--- config.mk ---
export PLATFORM = sky130hd
export DESIGN_NAME = spectrum_level_to_colour_top_flat
export DESIGN_NICKNAME = d
export VERILOG_FILES = /design/src/design/sltc_pkg.sv /design/src/design/sltc_if.sv /design/src/design/spectrum_level_to_colour_top.sv /design/src/design/sltc_level.sv /design/src/flat_wrapper.sv
export SDC_FILE = /design/constraint.sdc
export NUM_CORES = 2
export LEC_CHECK = 0
export ABC_AREA = 0
export BUFFER_PORTS_ARGS = -buffer_cell sky130_fd_sc_hd__buf_2
export CELL_PAD_IN_SITES_DETAIL_PLACEMENT = 1
export CELL_PAD_IN_SITES_GLOBAL_PLACEMENT = 1
export CORE_ASPECT_RATIO = 1.5
export CORE_MARGIN = 3
export CORE_UTILIZATION = 45
export CTS_CLUSTER_DIAMETER = 30
export DETAILED_ROUTE_END_ITERATION = 6
export PLACE_DENSITY_LB_ADDON = 0.1
export SLEW_MARGIN = 20
export SYNTH_ARGS = -nofsm -noshare
export SYNTH_HDL_FRONTEND = slang
export SYNTH_SLANG_ARGS = --single-unit
--- constraint.sdc ---
create_clock -name clk -period 11.5 [get_ports clk]
set_clock_uncertainty 0.05 [all_clocks]
set_input_delay 1.15 -clock clk [delete_from_list [all_inputs] [get_ports clk]]
set_output_delay 1.15 -clock clk [all_outputs]
set_load 0.01 [all_outputs]
--- src/design/sltc_pkg.sv ---
// ----------------------------------------------------------------------------
// sltc_pkg
// Shared constants, widths and the log2 mantissa table for the spectrum
// level to colour pipeline.
// ----------------------------------------------------------------------------
package sltc_pkg;

  // Magnitude input and log2 table geometry.
  localparam int MAG_WIDTH      = 32;
  localparam int LOG_TABLE_BITS = 6;
  localparam int POS_W          = $clog2(MAG_WIDTH);
  localparam int FRAC_W         = 32;
  localparam int RES_W          = FRAC_W - LOG_TABLE_BITS;
  localparam int LOG_TAB_LEN    = (1 << LOG_TABLE_BITS) + 1;
  localparam int TAB_W          = 17;
  localparam int TAB_IDX_W      = LOG_TABLE_BITS + 1;

  // Level arithmetic.
  localparam int Y_W         = 24;
  localparam int GAIN_W      = 21;
  localparam int T_W         = Y_W + GAIN_W;
  localparam int D_SHIFT     = 25;
  localparam int D_W         = T_W - D_SHIFT + 1;
  localparam int Q_FRAC      = 16;
  localparam int V_W         = 16;
  localparam int MAG_POINT   = 10;
  localparam int CFG_W       = 5;
  localparam int CH_W        = 32;
  localparam int BYTE_W      = 8;
  localparam int GREEN_W     = 13;

  localparam logic signed [GAIN_W-1:0] LEVEL_GAIN = 21'sd961990;
  localparam logic [GREEN_W-1:0]       GREEN_K    = 13'd4391;
  localparam logic [V_W-1:0]           ONE_Q15    = 16'd32768;
  localparam logic [CFG_W-1:0]         FFT_LOG2_RESET = 5'd10;
  localparam logic [BYTE_W-1:0]        ALPHA_OPAQUE = 8'd255;

  // Pipeline depth: seven level stages, one colour stage, one byte stage.
  localparam int LEVEL_STAGES = 7;
  localparam int NUM_STAGES   = LEVEL_STAGES + 2;

  typedef logic [LOG_TAB_LEN-1:0][TAB_W-1:0] log_tab_t;
  typedef logic [LEVEL_STAGES-1:0]           level_load_t;

  // log2(1 + i/2^LOG_TABLE_BITS) in Q.16 by repeated squaring of a Q2.30
  // mantissa, every square truncated. Evaluated at elaboration only.
  function automatic log_tab_t build_log_tab();
    log_tab_t          tab;
    logic [63:0]       x;
    logic [TAB_W-1:0]  res;
    for (int i = 0; i < LOG_TAB_LEN; i++) begin
      x   = (64'd1 << 30) + (64'(i) << (30 - LOG_TABLE_BITS));
      res = '0;
      if (x >= (64'd1 << 31)) begin
        res = TAB_W'(65536);
        x   = x >> 1;
      end
      for (int k = 1; k <= 16; k++) begin
        x = (x * x) >> 30;
        if (x >= (64'd1 << 31)) begin
          x   = x >> 1;
          res = res + (TAB_W'(1) << (16 - k));
        end
      end
      tab[i] = res;
    end
    return tab;
  endfunction

  localparam log_tab_t LOG_TAB = build_log_tab();

endpackage

--- src/design/sltc_if.sv ---
// ----------------------------------------------------------------------------
// sltc_in_if / sltc_out_if
// Valid/ready channels carrying bin magnitudes in and RGBA pixels out.
// ----------------------------------------------------------------------------
interface sltc_in_if;
  logic                          valid;
  logic                          ready;
  logic [sltc_pkg::MAG_WIDTH-1:0] magnitude;
  logic                          last_in_column;

  modport source (output valid, magnitude, last_in_column, input ready);
  modport sink   (input valid, magnitude, last_in_column, output ready);
endinterface

interface sltc_out_if;
  logic       valid;
  logic       ready;
  logic [7:0] red;
  logic [7:0] green;
  logic [7:0] blue;
  logic [7:0] alpha;
  logic       column_end;

  modport source (output valid, red, green, blue, alpha, column_end, input ready);
  modport sink   (input valid, red, green, blue, alpha, column_end, output ready);
endinterface

--- src/design/spectrum_level_to_colour_top.sv ---
// ----------------------------------------------------------------------------
// spectrum_level_to_colour_top
// Turns one FFT bin magnitude into one RGBA spectrogram pixel.
// ----------------------------------------------------------------------------
// Usage:
// Bin magnitudes (unsigned Q22.10) arrive as requests on in_ch together with
// a flag for the last bin of a column. Each accepted request yields exactly
// one pixel request on out_ch, in order, with column_end copying that flag
// and alpha fixed at 255.
// The datapath is nine register stages deep: an accepted request passes
// through the seven level stages, the colour stage and the byte stage before
// it shows up on out_ch. One request may enter in every cycle while out_ch
// is ready, so the block then sustains one pixel per clock.
// The slowest stages hold the 17 x 26 table interpolation multiply and the
// 24 x 21 decibel scaling multiply.
// When out_ch is not ready the pipeline compacts: stages holding a bubble
// keep loading, and in_ch.ready drops only once every stage holds a pixel.
// Nothing is dropped or repeated across a stall.
// cfg_wr_en writes cfg_wr_data into the FFT size register (log2 of N); it
// should change only while the pipeline is empty.
// Synchronous reset empties the pipeline and sets the FFT size to 1024.
// ----------------------------------------------------------------------------
module spectrum_level_to_colour_top (
  input  logic                       clk,
  input  logic                       rst_n,
  sltc_in_if.sink                    in_ch,
  sltc_out_if.source                 out_ch,
  input  logic                       cfg_wr_en,
  input  logic [sltc_pkg::CFG_W-1:0] cfg_wr_data
);
  import sltc_pkg::*;

  localparam int COL_STAGE  = LEVEL_STAGES;
  localparam int BYTE_STAGE = LEVEL_STAGES + 1;

  logic [CFG_W-1:0]      fft_log2_r;
  logic [NUM_STAGES-1:0] vld_r;
  logic [NUM_STAGES-1:0] last_r;
  logic [NUM_STAGES:0]   go;
  level_load_t           level_load;
  logic [V_W-1:0]        level;

  // Colour stage.
  logic [V_W-1:0]  ramp;
  logic [CH_W-1:0] base, red_nxt, green_nxt, blue_nxt;
  logic [CH_W-1:0] red_r, green_r, blue_r;
  // Byte stage.
  logic [BYTE_W-1:0] red_b_r, green_b_r, blue_b_r;
  logic [BYTE_W-1:0] red_b_nxt, green_b_nxt, blue_b_nxt;

  // Scale a Q1.31 channel by 255 and round to nearest, ties up.
  function automatic logic [BYTE_W-1:0] to_byte(input logic [CH_W-1:0] x);
    logic [CH_W+BYTE_W-1:0] acc;
    logic [BYTE_W:0]        b;
    acc = ({x, BYTE_W'(0)} - (CH_W+BYTE_W)'(x)) + ((CH_W+BYTE_W)'(1) << (CH_W - 2));
    b   = (BYTE_W+1)'(acc >> (CH_W - 1));
    return b[BYTE_W] ? {BYTE_W{1'b1}} : b[BYTE_W-1:0];
  endfunction

  always_ff @(posedge clk) begin
    if (!rst_n) begin
      fft_log2_r <= FFT_LOG2_RESET;
    end else if (cfg_wr_en) begin
      fft_log2_r <= cfg_wr_data;
    end
  end

  // A stage may load when it is empty or its contents move on this cycle.
  always_comb begin
    go[NUM_STAGES] = out_ch.ready;
    for (int k = NUM_STAGES - 1; k >= 0; k--) begin
      go[k] = !vld_r[k] || go[k+1];
    end
  end

  always_ff @(posedge clk) begin
    if (!rst_n) begin
      vld_r <= '0;
    end else begin
      if (go[0]) begin
        vld_r[0] <= in_ch.valid;
      end
      for (int k = 1; k < NUM_STAGES; k++) begin
        if (go[k]) begin
          vld_r[k] <= vld_r[k-1];
        end
      end
    end
  end

  // The column flag rides alongside the data.
  always_ff @(posedge clk) begin
    if (go[0]) begin
      last_r[0] <= in_ch.last_in_column;
    end
    for (int k = 1; k < NUM_STAGES; k++) begin
      if (go[k]) begin
        last_r[k] <= last_r[k-1];
      end
    end
  end

  assign level_load = go[LEVEL_STAGES-1:0];

  sltc_level u_level (
    .clk           (clk),
    .load          (level_load),
    .magnitude     (in_ch.magnitude),
    .fft_size_log2 (fft_log2_r),
    .level         (level)
  );

  // Two-sided ramp: the ramp peaks at mid level and pulls red down and blue up.
  always_comb begin
    ramp      = (level < (ONE_Q15 - level)) ? level : (ONE_Q15 - level);
    base      = {level, 16'd0};
    red_nxt   = base - (CH_W'(ramp) << 15);
    green_nxt = base - CH_W'(ramp) * CH_W'(GREEN_K);
    blue_nxt  = base + (CH_W'(ramp) << 15);
  end

  always_ff @(posedge clk) begin
    if (go[COL_STAGE]) begin
      red_r   <= red_nxt;
      green_r <= green_nxt;
      blue_r  <= blue_nxt;
    end
  end

  always_comb begin
    red_b_nxt   = to_byte(red_r);
    green_b_nxt = to_byte(green_r);
    blue_b_nxt  = to_byte(blue_r);
  end

  always_ff @(posedge clk) begin
    if (go[BYTE_STAGE]) begin
      red_b_r   <= red_b_nxt;
      green_b_r <= green_b_nxt;
      blue_b_r  <= blue_b_nxt;
    end
  end

  assign in_ch.ready       = go[0];
  assign out_ch.valid      = vld_r[BYTE_STAGE];
  assign out_ch.red        = red_b_r;
  assign out_ch.green      = green_b_r;
  assign out_ch.blue       = blue_b_r;
  assign out_ch.alpha      = ALPHA_OPAQUE;
  assign out_ch.column_end = last_r[BYTE_STAGE];

endmodule

--- src/design/sltc_level.sv ---
// ----------------------------------------------------------------------------
// sltc_level
// Seven-stage datapath from bin magnitude to the Q1.15 display level.
// ----------------------------------------------------------------------------
module sltc_level (
  input  logic                           clk,
  input  sltc_pkg::level_load_t          load,
  input  logic [sltc_pkg::MAG_WIDTH-1:0] magnitude,
  input  logic [sltc_pkg::CFG_W-1:0]     fft_size_log2,
  output logic [sltc_pkg::V_W-1:0]       level
);
  import sltc_pkg::*;

  // Stage 0: leading-one detect.
  logic [MAG_WIDTH-1:0] mag0_r;
  logic [POS_W-1:0]     pos0_r, pos0_nxt;
  logic                 zero0_r;
  // Stage 1: left-aligned fraction.
  logic [FRAC_W-1:0]    frac1_r, frac1_nxt;
  logic [POS_W-1:0]     pos1_r;
  logic                 zero1_r;
  // Stage 2: table lookup.
  logic [TAB_W-1:0]     lo2_r, diff2_r, lo2_nxt, hi2_nxt;
  logic [RES_W-1:0]     rem2_r;
  logic [POS_W-1:0]     pos2_r;
  logic                 zero2_r;
  logic [LOG_TABLE_BITS-1:0] idx;
  logic [TAB_IDX_W-1:0] idx_p1;
  // Stage 3: interpolation.
  logic [TAB_W-1:0]     lf3_r, lf3_nxt;
  logic [TAB_W+RES_W-1:0] prod3;
  logic [POS_W-1:0]     pos3_r;
  logic                 zero3_r;
  // Stage 4: level in log2 units.
  logic signed [Y_W-1:0] y4_r, y4_nxt;
  logic                 zero4_r;
  // Stage 5: scaled to decibel span.
  logic signed [T_W-1:0] t5_r, t5_nxt;
  logic                 zero5_r;
  // Stage 6: clipped level.
  logic [V_W-1:0]       v6_r, v6_nxt;
  logic [T_W-1:0]       neg6;
  logic [D_W-1:0]       d6;
  logic [MAG_WIDTH+FRAC_W-1:0] wide1;

  always_comb begin
    pos0_nxt = '0;
    for (int i = 0; i < MAG_WIDTH; i++) begin
      if (magnitude[i]) begin
        pos0_nxt = POS_W'(i);
      end
    end
  end

  always_ff @(posedge clk) begin
    if (load[0]) begin
      mag0_r  <= magnitude;
      pos0_r  <= pos0_nxt;
      zero0_r <= (magnitude == '0);
    end
  end

  // The leading one lands just above the fraction field and drops out.
  always_comb begin
    wide1     = {mag0_r, FRAC_W'(0)} >> pos0_r;
    frac1_nxt = wide1[FRAC_W-1:0];
  end

  always_ff @(posedge clk) begin
    if (load[1]) begin
      frac1_r <= frac1_nxt;
      pos1_r  <= pos0_r;
      zero1_r <= zero0_r;
    end
  end

  always_comb begin
    idx     = frac1_r[FRAC_W-1 -: LOG_TABLE_BITS];
    idx_p1  = {1'b0, idx} + TAB_IDX_W'(1);
    lo2_nxt = LOG_TAB[idx];
    hi2_nxt = LOG_TAB[idx_p1];
  end

  always_ff @(posedge clk) begin
    if (load[2]) begin
      lo2_r   <= lo2_nxt;
      diff2_r <= hi2_nxt - lo2_nxt;
      rem2_r  <= frac1_r[RES_W-1:0];
      pos2_r  <= pos1_r;
      zero2_r <= zero1_r;
    end
  end

  // The table rises monotonically, so the slope is never negative and the
  // shift truncates toward zero.
  always_comb begin
    prod3   = (TAB_W+RES_W)'(diff2_r) * (TAB_W+RES_W)'(rem2_r);
    lf3_nxt = lo2_r + TAB_W'(prod3 >> RES_W);
  end

  always_ff @(posedge clk) begin
    if (load[3]) begin
      lf3_r   <= lf3_nxt;
      pos3_r  <= pos2_r;
      zero3_r <= zero2_r;
    end
  end

  // The FFT normalization subtracts 1.5 * log2(N), done as two shifts.
  always_comb begin
    y4_nxt = $signed((Y_W'(pos3_r) << Q_FRAC) + Y_W'(lf3_r)
                     - (Y_W'(MAG_POINT) << Q_FRAC)
                     - (Y_W'(fft_size_log2) << Q_FRAC)
                     - (Y_W'(fft_size_log2) << (Q_FRAC - 1)));
  end

  always_ff @(posedge clk) begin
    if (load[4]) begin
      y4_r    <= y4_nxt;
      zero4_r <= zero3_r;
    end
  end

  always_comb begin
    t5_nxt = T_W'(y4_r) * T_W'(LEVEL_GAIN);
  end

  always_ff @(posedge clk) begin
    if (load[5]) begin
      t5_r    <= t5_nxt;
      zero5_r <= zero4_r;
    end
  end

  // Round the distance below full scale half away from zero, then clip.
  always_comb begin
    neg6 = T_W'(-t5_r);
    d6   = D_W'((neg6 + (T_W'(1) << (D_SHIFT - 1))) >> D_SHIFT);
    if (zero5_r) begin
      v6_nxt = '0;
    end else if (!t5_r[T_W-1]) begin
      v6_nxt = ONE_Q15;
    end else if (d6 >= D_W'(ONE_Q15)) begin
      v6_nxt = '0;
    end else begin
      v6_nxt = ONE_Q15 - V_W'(d6);
    end
  end

  always_ff @(posedge clk) begin
    if (load[6]) begin
      v6_r <= v6_nxt;
    end
  end

  assign level = v6_r;

endmodule

--- src/flat_wrapper.sv ---
// flat-port wrapper written by rule: the top's interface ports become plain ports
module spectrum_level_to_colour_top_flat import sltc_pkg::*;
  (clk, rst_n, cfg_wr_en, cfg_wr_data, in_ch_valid, in_ch_magnitude, in_ch_last_in_column, in_ch_ready, out_ch_valid, out_ch_red, out_ch_green, out_ch_blue, out_ch_alpha, out_ch_column_end, out_ch_ready);
  sltc_in_if in_ch_i ();
  sltc_out_if out_ch_i ();
  input  logic clk;
  input  logic rst_n;
  input  logic cfg_wr_en;
  input  logic [sltc_pkg::CFG_W-1:0] cfg_wr_data;
  input wire logic [$bits(in_ch_i.valid)-1:0] in_ch_valid;
  input wire logic [$bits(in_ch_i.magnitude)-1:0] in_ch_magnitude;
  input wire logic [$bits(in_ch_i.last_in_column)-1:0] in_ch_last_in_column;
  output wire logic [$bits(in_ch_i.ready)-1:0] in_ch_ready;
  output wire logic [$bits(out_ch_i.valid)-1:0] out_ch_valid;
  output wire logic [$bits(out_ch_i.red)-1:0] out_ch_red;
  output wire logic [$bits(out_ch_i.green)-1:0] out_ch_green;
  output wire logic [$bits(out_ch_i.blue)-1:0] out_ch_blue;
  output wire logic [$bits(out_ch_i.alpha)-1:0] out_ch_alpha;
  output wire logic [$bits(out_ch_i.column_end)-1:0] out_ch_column_end;
  input wire logic [$bits(out_ch_i.ready)-1:0] out_ch_ready;
  assign in_ch_i.valid = in_ch_valid;
  assign in_ch_i.magnitude = in_ch_magnitude;
  assign in_ch_i.last_in_column = in_ch_last_in_column;
  assign in_ch_ready = in_ch_i.ready;
  assign out_ch_valid = out_ch_i.valid;
  assign out_ch_red = out_ch_i.red;
  assign out_ch_green = out_ch_i.green;
  assign out_ch_blue = out_ch_i.blue;
  assign out_ch_alpha = out_ch_i.alpha;
  assign out_ch_column_end = out_ch_i.column_end;
  assign out_ch_i.ready = out_ch_ready;
  spectrum_level_to_colour_top u_core (.clk(clk), .rst_n(rst_n), .in_ch(in_ch_i), .out_ch(out_ch_i), .cfg_wr_en(cfg_wr_en), .cfg_wr_data(cfg_wr_data));
endmodule
==> results.ini <==
[run_status]
run_status=finished clean

[synthesis]
synth.distinct_cells=85
netlist_instances=5018
synth_commonest_cells=1002 x inv_1, 649 x fa_1, 624 x ha_1
synth-async-reset-ratio_pct=0
synthTopCellsByArea=fa_1 26%, edfxtp_1 21%, ha_1 16%, inv_1 7.6%, nand2_1 3.6%
synth_ff_type=edfxtp_1
avgSynthCellArea_sq_um=9.871
synth-edff-count=343
synth.ff_latch_count=373
yosysWarnings=0
synth_top_area_share_pct=26.23
yosysTopAreaCell=fa_1
syn_area_sq_um=49530
yosysSeqAreaShare_pct=22.01
yosysMostFrequentCell=inv_1

[die]
dieArea_sq_um=114200
ioPinCount=78
dieWidth_um=276.9
core-area_sq_um=108900
rows=148
dieHeight_um=412.3
initial_core_util_pct=45.49

[critical_path]
path_class=reg2reg
r2r_start=u_core.u_level.level[1]
timing.critical_path.from=u_core.u_level.level[1]
cp_common_cell=ha_1
cp-end-kind=register
cp-start-kind=register
arrival_ns=10.63
cp_top_family=adder cells
reg2reg_depth=31
crit_slowest_cell=o21ai_2
slowest_delay_ns=0.83
r2r_slack_ns=1.18
path_buf_inv=4
cp_max_fo=24
r2r_end=u_core.green_r[31]
cp.required_ns=11.80

[cells_and_area]
drive_gt1_share_pct=6.699
areaGrowthSynthToFinish_pct=8.963
final_nets=6361
nFillCells=12180
diodes=0

[sta]
timing.setup.tns_ns=0
tightest_slew_ns=1.042
hold_violations=0
timing.final.crit_share_pct=89.76
fmax_ghz=0.09687
fin_crit_ns=10.32
setup_viol=0
rsz0062_at_grt=false
final_max_slew_viol_count=0
relSlewSlack_pct=30.35

[placed_design]
port_buffers=69
gp_congestion=0.9140
hpwl_mm=111.3

[clock_network]
h-tree-depth=3
cts_resized=0
cts_root_buf=clkbuf_16
clk_latency_ns=0.64
clk_pin_slew_ns=0.05
cts.path.max_buffers=3
post_cts_buffers=0
cts_tree=done
cts_sinks=373
hold_buffers=0
cts_buffers=73

[global_route]
grt-ovfl-total=0
antenna_found_initial=0
grt_max_degree=66
grt_pass1_vias=40090
grt_pass1_wl_mm=218.6
grtUsageTotal_pct=24.53

[route]
ant_nets=0
wl_per_cell_um=21.00
vias=35550
drc=0
drt-initial-drc-count=1375
drtPass1Iterations=5
routed_via_density=5.444
wirelength_mm=137.1

[worst_hold_path]
holdPathStages=0
min_to=u_core.u_level.rem2_r[13]
hold_class=reg2reg
worstHoldStart=u_core.u_level.frac1_r[13]

[job]
maxCapViolations=0

==> registers in the layout, summed over array words and instances, names as in the netlist, 8 cells and up <==
name and cells:
u_core.out_ch.blue 8, u_core.out_ch.red 8, u_core.u_level.lf3_r 17, u_core.blue_r 16
u_core.u_level.rem2_r 25, u_core.u_level.t5_r 44, u_core.u_level.lo2_nxt 16, u_core.u_level.level 16
u_core.red_r 15, u_core.green_r 32, u_core.u_level.frac1_r 31, u_core.u_level.mag0_r 31
u_core.u_level.lo2_r 16, u_core.u_level.y4_r 24, u_core.out_ch.green 8, u_core.last_r 9
u_core.u_level.diff2_r 17, u_core.vld_r 9
==> cells by family after synthesis <==
family | count (synthesis) | share of synthesized area, %
simple gates | 1162 | 11.00
buf+inv | 1186 | 9.152
mux | 85 | 2.688
xor+xnor | 206 | 3.643
compound gates | 732 | 9.508
fa+ha+maj | 1273 | 41.99
other cells | 1 | 0.007571
flops | 373 | 22.01
==> worst register-to-register path: cells and delay by family (launching register included) <==
kind | cells | cell delay [ns]
fa+ha+maj | 9 | 3.33
compound gates | 10 | 3.31
simple gates | 6 | 1.61
xor+xnor | 2 | 0.83
flops | 1 | 0.48
buf+inv | 4 | 0.45
==> stage by stage <==
step | setup WS, ns | util, % | std cells | hold WS [ns] | area [sq um]
floorplan | 2.808 | - | 5025 | 0.3503 | 49560
global placement | 1.489 | 47.18 | 6393 | 0.3513 | 51380
detailed placement | 1.264 | 47.18 | 6393 | 0.3557 | 51380
CTS | 1.205 | 49.52 | 6528 | 0.3622 | 53920
global route | 0.4015 | 49.57 | 6530 | 0.3628 | 53970
finish | 1.177 | 49.57 | 6530 | 0.3645 | 53970
==> metal layers <==
| layer | track usage [%] | vias to the layer above | share of wire, % |
|---|---|---|---|
| met5 | 0 | - | 0 |
| met4 | 11.89 | 0 | 5.3 |
| met3 | 2.168 | 295 | 2.2 |
| met2 | 49.74 | 575 | 57 |
| met1 | 24.69 | 18200 | 35 |
| li1 | - | 16480 | - |
==> layout by cell type (no fill, tap or decap), drive strengths merged, types with 41 or more instances in the layout <==
cell type,n
buf,127
inv,1021
xor2,62
nor3,67
and2,157
fa,649
edfxtp,343
clkbuf,84
nor2,218
o21ai,145
a21o,60
a21oi,204
ha,624
o21a,41
xnor2,144
nand2,473
nand3,64
==> how the worst max path moves through the flow <==
stage / slack, ns / depth (start not counted) / to
after floorplan: 2.81 / 35 / u_core.green_r[31]
after global placement: 1.49 / 31 / u_core.green_r[31]
after detailed placement: 1.26 / 31 / u_core.green_r[31]
after CTS: 1.21 / 31 / u_core.green_r[31]
after global routing: 0.40 / 31 / u_core.green_r[31]
final: 1.18 / 31 / u_core.green_r[31]
==> area by class of cell <==
cell class | count | area, sq um | share of cell area (%)
clock buffers | 84 | 1951 | 3.614
clock inverters | 51 | 595.6 | 1.104
inverters | 1004 | 3769 | 6.983
multi-input cells | 3466 | 34160 | 63.30
flip-flops and latches | 373 | 10900 | 20.20
well taps | 1425 | 1783 | 3.304
repair buffers | 127 | 808.3 | 1.498
Power is left out: the tool's default activity adds up to more than one toggle a clock period on the data nets, which glitch-free logic cannot reach.
